--- config.mk ---
export PLATFORM = sky130hd
export DESIGN_NAME = console_line_editor
export DESIGN_NICKNAME = d
export VERILOG_FILES = /design/src/design/cle_pkg.sv /design/src/design/cle_datapath.sv /design/src/design/cle_controller.sv /design/src/design/console_line_editor.sv
export SDC_FILE = /design/constraint.sdc
export NUM_CORES = 1
export LEC_CHECK = 0
export ABC_AREA = 1
export BUFFER_PORTS_ARGS = -buffer_cell sky130_fd_sc_hd__buf_2
export CAP_MARGIN = 15
export CORE_ASPECT_RATIO = 0.8
export CORE_MARGIN = 4
export CORE_UTILIZATION = 57
export CTS_CLUSTER_SIZE = 20
export DETAILED_ROUTE_END_ITERATION = 8
export PLACE_DENSITY = 0.74
export SYNTH_ARGS = -nofsm -noshare
export SYNTH_HDL_FRONTEND = slang
export SYNTH_SLANG_ARGS = --single-unit
--- constraint.sdc ---
create_clock -name clock -period 3.3 [get_ports clock]
set_input_delay 0.495 -clock clock [delete_from_list [all_inputs] [get_ports clock]]
set_output_delay 0.495 -clock clock [all_outputs]
set_load 0.03 [all_outputs]
--- src/design/cle_pkg.sv ---
// ----------------------------------------------------------------------------
// cle_pkg: shared types and constants of the console line editor
// character codes, result kinds, controller states and the command and
// status groups that pass between the controller and the datapath
// ----------------------------------------------------------------------------
package cle_pkg;

   // default line store depth, one entry is always kept free
   localparam int LINE_BYTES_DEFAULT = 32;

   // character codes
   localparam logic [7:0] CH_BS     = 8'h08;
   localparam logic [7:0] CH_LF     = 8'h0A;
   localparam logic [7:0] CH_CR     = 8'h0D;
   localparam logic [7:0] CH_SP     = 8'h20;
   localparam logic [7:0] CH_DEL    = 8'h7F;
   localparam logic [7:0] CH_CARET  = 8'h5E;
   localparam logic [7:0] CH_U      = 8'h55;
   localparam logic [7:0] CH_C      = 8'h43;
   localparam logic [7:0] CH_LBRACK = 8'h5B;
   localparam logic [7:0] CH_RBRACK = 8'h5D;
   localparam logic [7:0] CTRL_U    = 8'h15;
   localparam logic [7:0] CTRL_C    = 8'h03;

   typedef enum logic [1:0] {
      KIND_ECHO = 2'd0,
      KIND_LINE = 2'd1,
      KIND_END  = 2'd2,
      KIND_INTR = 2'd3
   } cle_kind_type;

   // class of the masked byte
   typedef enum logic [2:0] {
      CLS_PLAIN,
      CLS_BRACKET,
      CLS_LINE_END,
      CLS_ERASE,
      CLS_KILL,
      CLS_INTR
   } cle_class_type;

   // which result the datapath builds
   typedef enum logic [3:0] {
      OUT_BS,
      OUT_SP,
      OUT_CR,
      OUT_LF,
      OUT_CHAR,
      OUT_CARET,
      OUT_LETTER,
      OUT_INTR,
      OUT_LINE,
      OUT_END
   } cle_out_sel_type;

   typedef enum logic [3:0] {
      ST_IDLE,
      ST_ECHO_BS,
      ST_ECHO_SP,
      ST_ECHO_CR,
      ST_ECHO_CHAR,
      ST_CARET,
      ST_LETTER,
      ST_KILL_CR,
      ST_KILL_LF,
      ST_INTR,
      ST_FULL_BS1,
      ST_FULL_SP,
      ST_FULL_BS2,
      ST_LINE_RD,
      ST_LINE_OUT,
      ST_LINE_END
   } cle_state_type;

   typedef struct packed {
      logic            load_item;
      logic            cfg_write;
      logic            store_write;
      logic            wp_inc;
      logic            wp_dec;
      logic            wp_clear;
      logic            rd_start;
      logic            rd_next;
      logic            out_load;
      cle_out_sel_type out_sel;
      logic            out_last;
   } cle_cmd_type;

   typedef struct packed {
      logic          in_rub;
      logic          in_lf;
      cle_class_type cls;
      logic          full;
      logic          wp_zero;
      logic          rd_more;
      logic          abort_en;
      logic          out_free;
   } cle_status_type;

endpackage

--- src/design/cle_datapath.sv ---
// ----------------------------------------------------------------------------
// cle_datapath: line store, write position and result register
// holds the current byte and its class, the line store memory with a
// registered read port, the abort flag and the outgoing result
// ----------------------------------------------------------------------------
module cle_datapath #(
   parameter int LINE_BYTES = cle_pkg::LINE_BYTES_DEFAULT
) (
   input  logic                   clock,
   input  logic                   reset,
   input  cle_pkg::cle_cmd_type   cmd,
   output cle_pkg::cle_status_type status,
   input  logic [7:0]             req_raw_byte,
   input  logic                   csr_abort_enabled,
   output logic                   rsp_valid,
   input  logic                   rsp_stall,
   output logic [1:0]             rsp_kind,
   output logic [7:0]             rsp_data_byte,
   output logic [4:0]             rsp_line_length,
   output logic                   rsp_last
);

   localparam int PTR_W = $clog2(LINE_BYTES);

   logic [7:0]              byte_ff;
   cle_pkg::cle_class_type  cls_ff;
   logic [PTR_W-1:0]        wp_ff;
   logic [PTR_W-1:0]        wp_in;
   logic [PTR_W-1:0]        rd_idx_ff;
   logic [PTR_W-1:0]        rd_addr;
   logic [PTR_W:0]          rd_next_idx;
   logic                    rd_en;
   logic [6:0]              rd_data_ff;
   logic [6:0]              store_mem [LINE_BYTES];
   logic                    abort_ff;

   logic [7:0]              conv_byte;
   cle_pkg::cle_class_type  conv_cls;

   logic                    rsp_valid_ff;
   logic [1:0]              rsp_kind_ff;
   logic [1:0]              rsp_kind_in;
   logic [7:0]              rsp_data_ff;
   logic [7:0]              rsp_data_in;
   logic [4:0]              rsp_len_ff;
   logic [4:0]              rsp_len_in;
   logic                    rsp_last_ff;
   logic [31:0]             wp_wide;

   // cr becomes lf, del and bs become bs
   always_comb begin
      if (req_raw_byte == cle_pkg::CH_CR) begin
         conv_byte = cle_pkg::CH_LF;
      end else if (req_raw_byte == cle_pkg::CH_DEL || req_raw_byte == cle_pkg::CH_BS) begin
         conv_byte = cle_pkg::CH_BS;
      end else begin
         conv_byte = req_raw_byte;
      end
   end

   // classify on the low seven bits
   always_comb begin
      unique case (conv_byte[6:0])
         cle_pkg::CH_LBRACK[6:0], cle_pkg::CH_RBRACK[6:0]: conv_cls = cle_pkg::CLS_BRACKET;
         cle_pkg::CH_LF[6:0], cle_pkg::CH_CR[6:0]:         conv_cls = cle_pkg::CLS_LINE_END;
         cle_pkg::CH_BS[6:0]:                              conv_cls = cle_pkg::CLS_ERASE;
         cle_pkg::CTRL_U[6:0]:                             conv_cls = cle_pkg::CLS_KILL;
         cle_pkg::CTRL_C[6:0]:                             conv_cls = cle_pkg::CLS_INTR;
         default:                                          conv_cls = cle_pkg::CLS_PLAIN;
      endcase
   end

   always_ff @(posedge clock) begin
      if (cmd.load_item) begin
         byte_ff <= conv_byte;
         cls_ff  <= conv_cls;
      end
   end

   // write position
   always_comb begin
      wp_in = wp_ff;
      if (cmd.wp_clear) begin
         wp_in = '0;
      end else if (cmd.wp_inc) begin
         wp_in = wp_ff + PTR_W'(1);
      end else if (cmd.wp_dec && wp_ff != '0) begin
         wp_in = wp_ff - PTR_W'(1);
      end
   end

   always_ff @(posedge clock) begin
      if (reset) begin
         wp_ff    <= '0;
         abort_ff <= 1'b0;
      end else begin
         wp_ff <= wp_in;
         if (cmd.cfg_write) begin
            abort_ff <= csr_abort_enabled;
         end
      end
   end

   // line store, one write and one registered read per cycle
   assign rd_next_idx = {1'b0, rd_idx_ff} + (PTR_W+1)'(1);
   assign rd_addr     = cmd.rd_start ? '0 : rd_next_idx[PTR_W-1:0];
   assign rd_en       = cmd.rd_start || cmd.rd_next;

   always_ff @(posedge clock) begin
      if (cmd.store_write) begin
         store_mem[wp_ff] <= byte_ff[6:0];
      end
   end

   always_ff @(posedge clock) begin
      if (rd_en) begin
         rd_data_ff <= store_mem[rd_addr];
         rd_idx_ff  <= rd_addr;
      end
   end

   // result mux
   always_comb begin
      wp_wide     = 32'(wp_ff);
      rsp_kind_in = cle_pkg::KIND_ECHO;
      rsp_data_in = '0;
      rsp_len_in  = '0;
      unique case (cmd.out_sel)
         cle_pkg::OUT_BS:    rsp_data_in = cle_pkg::CH_BS;
         cle_pkg::OUT_SP:    rsp_data_in = cle_pkg::CH_SP;
         cle_pkg::OUT_CR:    rsp_data_in = cle_pkg::CH_CR;
         cle_pkg::OUT_LF:    rsp_data_in = cle_pkg::CH_LF;
         cle_pkg::OUT_CHAR:  rsp_data_in = byte_ff;
         cle_pkg::OUT_CARET: rsp_data_in = cle_pkg::CH_CARET;
         cle_pkg::OUT_LETTER: begin
            rsp_data_in = (cls_ff == cle_pkg::CLS_KILL) ? cle_pkg::CH_U : cle_pkg::CH_C;
         end
         cle_pkg::OUT_INTR:  rsp_kind_in = cle_pkg::KIND_INTR;
         cle_pkg::OUT_LINE: begin
            rsp_kind_in = cle_pkg::KIND_LINE;
            rsp_data_in = {1'b0, rd_data_ff};
         end
         cle_pkg::OUT_END: begin
            rsp_kind_in = cle_pkg::KIND_END;
            rsp_len_in  = wp_wide[4:0];
         end
         default: rsp_data_in = '0;
      endcase
   end

   always_ff @(posedge clock) begin
      if (reset) begin
         rsp_valid_ff <= 1'b0;
      end else if (cmd.out_load) begin
         rsp_valid_ff <= 1'b1;
      end else if (!rsp_stall) begin
         rsp_valid_ff <= 1'b0;
      end
   end

   always_ff @(posedge clock) begin
      if (cmd.out_load) begin
         rsp_kind_ff <= rsp_kind_in;
         rsp_data_ff <= rsp_data_in;
         rsp_len_ff  <= rsp_len_in;
         rsp_last_ff <= cmd.out_last;
      end
   end

   assign rsp_valid       = rsp_valid_ff;
   assign rsp_kind        = rsp_kind_ff;
   assign rsp_data_byte   = rsp_data_ff;
   assign rsp_line_length = rsp_len_ff;
   assign rsp_last        = rsp_last_ff;

   always_comb begin
      status.in_rub   = (req_raw_byte == cle_pkg::CH_DEL) || (req_raw_byte == cle_pkg::CH_BS);
      status.in_lf    = (conv_byte == cle_pkg::CH_LF);
      status.cls      = cls_ff;
      status.full     = (wp_ff == PTR_W'(LINE_BYTES - 1));
      status.wp_zero  = (wp_ff == '0);
      status.rd_more  = (rd_next_idx < {1'b0, wp_ff});
      status.abort_en = abort_ff;
      status.out_free = !rsp_valid_ff || !rsp_stall;
   end

   // position never goes beyond the spare entry
   a_wp_bound: assert property (@(posedge clock) disable iff (reset)
      wp_ff <= PTR_W'(LINE_BYTES - 1))
      else $error("write position beyond line store");

   // readout only touches written entries
   a_rd_written: assert property (@(posedge clock) disable iff (reset)
      rd_en |-> rd_addr < wp_ff)
      else $error("line store read beyond write position");

   // no store write while the line is being read out
   a_no_rw_mix: assert property (@(posedge clock) disable iff (reset)
      rd_en |-> !cmd.store_write)
      else $error("store write during readout");

endmodule

--- src/design/cle_controller.sv ---
// ----------------------------------------------------------------------------
// cle_controller: sequencer of the console line editor
// walks each byte through its echo, edit action and line readout, at most
// one result per step, and drives the datapath by command signals
// ----------------------------------------------------------------------------
module cle_controller (
   input  logic                    clock,
   input  logic                    reset,
   input  logic                    req_valid,
   output logic                    req_stall,
   input  logic                    csr_valid,
   output logic                    csr_ready,
   input  cle_pkg::cle_status_type status,
   output cle_pkg::cle_cmd_type    cmd
);

   cle_pkg::cle_state_type state_ff;
   cle_pkg::cle_state_type state_in;

   always_ff @(posedge clock) begin
      if (reset) begin
         state_ff <= cle_pkg::ST_IDLE;
      end else begin
         state_ff <= state_in;
      end
   end

   always_comb begin
      cmd       = '0;
      state_in  = state_ff;
      req_stall = 1'b1;
      csr_ready = 1'b0;
      unique case (state_ff)
         cle_pkg::ST_IDLE: begin
            req_stall     = 1'b0;
            csr_ready     = 1'b1;
            cmd.cfg_write = csr_valid;
            if (req_valid) begin
               cmd.load_item = 1'b1;
               if (status.in_rub) begin
                  state_in = cle_pkg::ST_ECHO_BS;
               end else if (status.in_lf) begin
                  state_in = cle_pkg::ST_ECHO_CR;
               end else begin
                  state_in = cle_pkg::ST_ECHO_CHAR;
               end
            end
         end
         cle_pkg::ST_ECHO_BS: begin
            if (status.out_free) begin
               cmd.out_load = 1'b1;
               cmd.out_sel  = cle_pkg::OUT_BS;
               state_in     = cle_pkg::ST_ECHO_SP;
            end
         end
         cle_pkg::ST_ECHO_SP: begin
            if (status.out_free) begin
               cmd.out_load = 1'b1;
               cmd.out_sel  = cle_pkg::OUT_SP;
               state_in     = cle_pkg::ST_ECHO_CHAR;
            end
         end
         cle_pkg::ST_ECHO_CR: begin
            if (status.out_free) begin
               cmd.out_load = 1'b1;
               cmd.out_sel  = cle_pkg::OUT_CR;
               state_in     = cle_pkg::ST_ECHO_CHAR;
            end
         end
         cle_pkg::ST_ECHO_CHAR: begin
            if (status.out_free) begin
               cmd.out_load = 1'b1;
               cmd.out_sel  = cle_pkg::OUT_CHAR;
               unique case (status.cls)
                  cle_pkg::CLS_BRACKET: begin
                     if (status.wp_zero) begin
                        // bracket opening a line ends it at once
                        cmd.store_write = 1'b1;
                        cmd.wp_inc      = 1'b1;
                        state_in        = cle_pkg::ST_LINE_RD;
                     end else if (status.full) begin
                        state_in = cle_pkg::ST_FULL_BS1;
                     end else begin
                        cmd.store_write = 1'b1;
                        cmd.wp_inc      = 1'b1;
                        state_in        = cle_pkg::ST_IDLE;
                     end
                  end
                  cle_pkg::CLS_LINE_END: begin
                     state_in = status.wp_zero ? cle_pkg::ST_LINE_END : cle_pkg::ST_LINE_RD;
                  end
                  cle_pkg::CLS_ERASE: begin
                     cmd.wp_dec = 1'b1;
                     state_in   = cle_pkg::ST_IDLE;
                  end
                  cle_pkg::CLS_KILL: begin
                     cmd.wp_clear = 1'b1;
                     state_in     = cle_pkg::ST_CARET;
                  end
                  cle_pkg::CLS_INTR: begin
                     state_in = cle_pkg::ST_CARET;
                  end
                  default: begin
                     if (status.full) begin
                        state_in = cle_pkg::ST_FULL_BS1;
                     end else begin
                        cmd.store_write = 1'b1;
                        cmd.wp_inc      = 1'b1;
                        state_in        = cle_pkg::ST_IDLE;
                     end
                  end
               endcase
            end
         end
         cle_pkg::ST_CARET: begin
            if (status.out_free) begin
               cmd.out_load = 1'b1;
               cmd.out_sel  = cle_pkg::OUT_CARET;
               state_in     = cle_pkg::ST_LETTER;
            end
         end
         cle_pkg::ST_LETTER: begin
            if (status.out_free) begin
               cmd.out_load = 1'b1;
               cmd.out_sel  = cle_pkg::OUT_LETTER;
               state_in     = (status.cls == cle_pkg::CLS_KILL) ? cle_pkg::ST_KILL_CR
                                                                : cle_pkg::ST_INTR;
            end
         end
         cle_pkg::ST_KILL_CR: begin
            if (status.out_free) begin
               cmd.out_load = 1'b1;
               cmd.out_sel  = cle_pkg::OUT_CR;
               state_in     = cle_pkg::ST_KILL_LF;
            end
         end
         cle_pkg::ST_KILL_LF: begin
            if (status.out_free) begin
               cmd.out_load = 1'b1;
               cmd.out_sel  = cle_pkg::OUT_LF;
               state_in     = cle_pkg::ST_IDLE;
            end
         end
         cle_pkg::ST_INTR: begin
            if (status.out_free) begin
               cmd.out_load = 1'b1;
               cmd.out_sel  = cle_pkg::OUT_INTR;
               if (status.abort_en) begin
                  cmd.wp_clear = 1'b1;
                  state_in     = cle_pkg::ST_IDLE;
               end else if (status.full) begin
                  state_in = cle_pkg::ST_FULL_BS1;
               end else begin
                  cmd.store_write = 1'b1;
                  cmd.wp_inc      = 1'b1;
                  state_in        = cle_pkg::ST_IDLE;
               end
            end
         end
         cle_pkg::ST_FULL_BS1: begin
            if (status.out_free) begin
               cmd.out_load = 1'b1;
               cmd.out_sel  = cle_pkg::OUT_BS;
               state_in     = cle_pkg::ST_FULL_SP;
            end
         end
         cle_pkg::ST_FULL_SP: begin
            if (status.out_free) begin
               cmd.out_load = 1'b1;
               cmd.out_sel  = cle_pkg::OUT_SP;
               state_in     = cle_pkg::ST_FULL_BS2;
            end
         end
         cle_pkg::ST_FULL_BS2: begin
            if (status.out_free) begin
               cmd.out_load = 1'b1;
               cmd.out_sel  = cle_pkg::OUT_BS;
               state_in     = cle_pkg::ST_IDLE;
            end
         end
         cle_pkg::ST_LINE_RD: begin
            cmd.rd_start = 1'b1;
            state_in     = cle_pkg::ST_LINE_OUT;
         end
         cle_pkg::ST_LINE_OUT: begin
            if (status.out_free) begin
               cmd.out_load = 1'b1;
               cmd.out_sel  = cle_pkg::OUT_LINE;
               if (status.rd_more) begin
                  cmd.rd_next = 1'b1;
               end else begin
                  state_in = cle_pkg::ST_LINE_END;
               end
            end
         end
         cle_pkg::ST_LINE_END: begin
            if (status.out_free) begin
               cmd.out_load = 1'b1;
               cmd.out_sel  = cle_pkg::OUT_END;
               cmd.wp_clear = 1'b1;
               state_in     = cle_pkg::ST_IDLE;
            end
         end
         default: state_in = cle_pkg::ST_IDLE;
      endcase
      cmd.out_last = (state_in == cle_pkg::ST_IDLE);
   end

   // the final result of a byte hands control back to idle
   a_last_to_idle: assert property (@(posedge clock) disable iff (reset)
      cmd.out_load && cmd.out_last |=> state_ff == cle_pkg::ST_IDLE)
      else $error("last result not followed by idle");

   // a byte is only taken in idle, and an accepted byte always leaves idle
   a_load_idle: assert property (@(posedge clock) disable iff (reset)
      cmd.load_item |=> state_ff != cle_pkg::ST_IDLE)
      else $error("accepted byte produced no work");

endmodule

--- src/design/console_line_editor.sv ---
// ----------------------------------------------------------------------------
// console_line_editor: canonical line editing of raw console bytes
// echoes each keyboard byte, edits a line store and reads a completed
// line out, followed by a line end marker; ctrl-c gives an interrupt marker
// ----------------------------------------------------------------------------
//
//   channel | direction | handshake         | payload
//   --------+-----------+-------------------+----------------------------------
//   req     | in        | req_valid/stall   | req_raw_byte
//   rsp     | out       | rsp_valid/stall   | rsp_kind, rsp_data_byte,
//           |           |                   | rsp_line_length, rsp_last
//   csr     | in        | csr_valid/ready   | csr_abort_enabled
//
// an ordinary byte is accepted in idle and then echoed; each further result
// adds one more state; a line end with stored bytes starts the registered
// line store read, then loads each stored byte and finally the marker
// the sequencer handles one transaction at a time; req_stall is high from
// accept until the final result is loaded into the result register
// a result waiting on rsp_stall holds the sequencer only when the next
// result is due; synchronous reset clears position, abort flag and state
// ----------------------------------------------------------------------------
module console_line_editor #(
   parameter int LINE_BYTES = cle_pkg::LINE_BYTES_DEFAULT
) (
   input  logic       clock,
   input  logic       reset,
   // input bytes
   input  logic       req_valid,
   output logic       req_stall,
   input  logic [7:0] req_raw_byte,
   // results
   output logic       rsp_valid,
   input  logic       rsp_stall,
   output logic [1:0] rsp_kind,
   output logic [7:0] rsp_data_byte,
   output logic [4:0] rsp_line_length,
   output logic       rsp_last,
   // abort control register
   input  logic       csr_valid,
   output logic       csr_ready,
   input  logic       csr_abort_enabled
);

   // command and status between sequencer and datapath
   cle_pkg::cle_cmd_type    cmd;
   cle_pkg::cle_status_type status;

   // sequencer: echo steps, edit action, line readout
   cle_controller u_controller (
      .clock     (clock),
      .reset     (reset),
      .req_valid (req_valid),
      .req_stall (req_stall),
      .csr_valid (csr_valid),
      .csr_ready (csr_ready),
      .status    (status),
      .cmd       (cmd)
   );

   // line store, write position, abort flag and result register
   cle_datapath #(
      .LINE_BYTES (LINE_BYTES)
   ) u_datapath (
      .clock             (clock),
      .reset             (reset),
      .cmd               (cmd),
      .status            (status),
      .req_raw_byte      (req_raw_byte),
      .csr_abort_enabled (csr_abort_enabled),
      .rsp_valid         (rsp_valid),
      .rsp_stall         (rsp_stall),
      .rsp_kind          (rsp_kind),
      .rsp_data_byte     (rsp_data_byte),
      .rsp_line_length   (rsp_line_length),
      .rsp_last          (rsp_last)
   );

endmodule
==> results.md <==
* Tot Pwr at around 9.4 mW
* Tmin final at roughly 2.9 ns
* Fillers at about 1600
* Remaining Overflow, GRT at 0
* Synthesized instance count at ~1100
* Layout cells sized above 1 at 12.9%
* Final Max Slew Viols at 0
* Die Wd at around 170 um
* VDD IR max at between 400 and 500 uV
* Unrepaired setup endpoints after global routing: false
* Core area at 20900 um2
* Final Hold Viols at 0
* PwrDens at 696 nW/um2
* YS warnings at 0
* Layout Cells excl Fill at 1409
* Die Ht at about 140 um
* TritonCTS clock tree: yes
* Antenna violation net count after detailed routing at 0
* Hold buffers post-CTS at 0
* Vias in the first global route at just under 8000
* Routed WL per cell at between 20 and 25 um
* Crit-path most repeated cell: nand2_1
* Die Area at ~24000 um2
* Req. time, crit path at 3.47 ns
* Static leakage at about 5 nW
* GPL Wtd Cong at ~0.95
* Residual DRC count at 0
* Diodes inserted at 0
* Placed cell count at between 1000 and 1500
* Initial antenna violation count at 0
* Clock Skew at 0.0159 ns
* Vias per cell at between 6 and 7
* CP endpoint kind: flop
* Multi-input logic area at approximately 3500 um2
* Flop2flop setup slack at slightly above 0.4 ns
* First drt pass iteration count at 6
* Row count at 47
* CP Cell Sequence: nand2_1 -> nor2_1 -> nand2_1 -> nand2_1 -> nand2_2 -> nor2_4 -> nand3_1 -> nor2_1
* Worst-Margin Slew at a little under 0.9 ns
* Hold depth at 1
* Final Worst Setup Slack at slightly above 0.4 ns
* Share of the yosys chip area belonging to registers at about two thirds
* Worst hold path class: primary input to flop
* Clock H-tree levels at 1
* Final #Nets at around 1100
* Slew margin rel. at a little over two fifths
* Flops & latches, synth at approximately 270
* Mean Syn Cell Area at approximately 11 um2
* Effective utilization at floorplan at 58.6%
* # Max-Cap Violations at 0
* WL final at roughly 29 mm
* CP Data Arrival Time at roughly 3.1 ns
* Total CTS buffers at 27
* Clock Pin Slew Worst Setup and Hold Paths at about 0.060 ns
* Postcts setup bufs at 0
* DR vias at 8463
* Period utilization at a little under 90%
* Post-Syn Area at 12300 um2
* Crit path max fanout at 10
* Status: finished clean
* I/O pin count at 33
* Final setup fails at 0
* Clock Latency Late Sink at 0.54 ns
* Storage cell area at between 8000 and 9000 um2
* Critical Path Max Stage Delay at between 0.6 and 0.7 ns
* Placed cell area at around 13000 um2
* Crit Path Class: flop to flop
* Worst reg2reg path depth at 8
* Crit start category: flop
* Clk sink count at 274
* Clk root buf: clkbuf_16
* Final TNS setup at 0 ns
* First-pass GRT wire length at around 46 mm
* Unique masters post-synth at 40
* Clk buf depth at 3
* Layout area overhead at 10.7%
* Number of port buffers at 32
* Global Route Usage Sum at 24.4%
* CP max-delay cell: nor2_1
* Starting DRT DRC Count at approximately 1300
* Post-place setup slack at 0.507 ns
* Post-DP HPWL at 19.0 mm
* Largest net degree at the start of global routing at between 100 and 150
* Maximum clock rate at ~0.35 GHz
* Fin area at approximately 14000 um2
* Cts repair resizes at 0
-- cells in the final DEF (no fill, tap or decap), types with 10 or more instances in the layout --
cell type,Yosys,final
o211ai_1,96,96
o21ai_1,16,16
inv_1,82,82
buf_4,11,26
or2_0,10,10
a21oi_1,20,20
dfxtp_1,11,11
nand3_1,77,77
nor2_1,119,119
or2_2,13,13
inv_2,10,10
buf_2,25,32
edfxtp_1,263,263
o21ai_0,59,59
clkbuf_16,0,27
nand2_1,162,162
nand4_1,11,11
o21bai_1,21,21
-- per-stage QoR --
step / utilization, % / hold slack [ns]
2_1_floorplan: - / 0.444
3_3_place_gp: 60.7 / 0.498
3_5_place_dp: 60.7 / 0.479
4_1_cts: 64.8 / 0.142
5_1_grt: 64.8 / 0.145
6_report: 64.8 / 0.153
-- cells in the mapped netlist, drive strengths merged --
master | number | area share [%]
buf | 41 | 2.1
fa | 1 | 0.16
nor3 | 9 | 0.37
a221o | 1 | 0.082
o21ai | 76 | 3.1
a21oi | 24 | 1.1
dfxtp | 11 | 1.8
nand3b | 1 | 0.16
nand2 | 174 | 5.9
o31ai | 2 | 0.12
clkinv | 2 | 0.10
ha | 8 | 0.82
nand3 | 77 | 3.1
or2 | 25 | 1.3
nor2 | 124 | 4.0
clkbuf | 9 | 0.28
conb | 1 | 0.031
xor2 | 4 | 0.29
edfxtp | 263 | 64
a221oi | 1 | 0.071
nand4 | 11 | 0.56
inv | 94 | 2.9
o211ai | 96 | 5.9
o21bai | 21 | 1.3
-- critical path, delay by kind of cell (launching register included) --
family | cells | cell delay, ns
and+or+nand+nor | 8 | 1.92
DFF | 1 | 0.59
-- final timing paths --
path,startpoint,to
hold reg to reg,u_datapath.abort_ff,u_datapath.abort_ff
setup reg to reg,u_controller.state_ff[3],u_datapath.store_mem[27][4]
hold / removal,req_raw_byte[7],u_datapath.byte_ff[7]
setup / recovery,u_controller.state_ff[3],u_datapath.store_mem[27][4]
-- registers in the layout, indices dropped and copies added, names as in the netlist --
signal and count:
u_datapath.cls_ff 3, u_datapath.abort_ff 1, u_datapath.rd_data_ff 7, u_datapath.rd_idx_ff 5, u_datapath.byte_ff 8, u_controller.state_ff 4
u_datapath.rsp_kind 2, u_datapath.rsp_valid 1, u_datapath.wp_ff 5, u_datapath.store_mem 224, u_datapath.rsp_line_length 5, u_datapath.rsp_last 1
u_datapath.rsp_data_byte 8
-- cell type report --
class	instances	area share, %
repair buffers	59	2.77
clock inverters	19	1.30
multi-input cells	662	25.8
clock buffers	30	5.06
flip-flops and latches	274	59.8
well taps	269	2.48
inverters	96	2.73
-- power breakdown --
group / leakage (nW) / switching [mW] / internal (mW)
Combinational: 2.04 / 1.48 / 0.498
Sequential: 2.48 / 0.171 / 4.29
Clock: 0.414 / 1.26 / 1.73
Total: 4.94 / 2.92 / 6.52
-- metal layers --
| layer | global-route usage (%) | share of wire [%] | up-vias |
|---|---|---|---|
| met1 | 39.4 | 43 | 4078 |
| met4 | 4.34 | 1.7 | 0 |
| met3 | 4.84 | 11 | 42 |
| li1 | - | - | 3925 |
| met5 | 0 | 0 | - |
| met2 | 34.9 | 44 | 418 |
-- cell families (layout without fill, tap and decap cells) --
group                      after synthesis  in the layout  share of synthesized area (%)
AOI/OAI and AO/OA                      221            221                           11.7
xor gates and xnor gates                 4              4                          0.286
adders and majority gates                9              9                          0.980
buffers and inverters                  146            204                           5.39
DFF                                    274            274                           66.2
other                                    1              7                         0.0306
and+or+nand+nor                        421            421                           15.4
(Power assumes the default switching activity.)
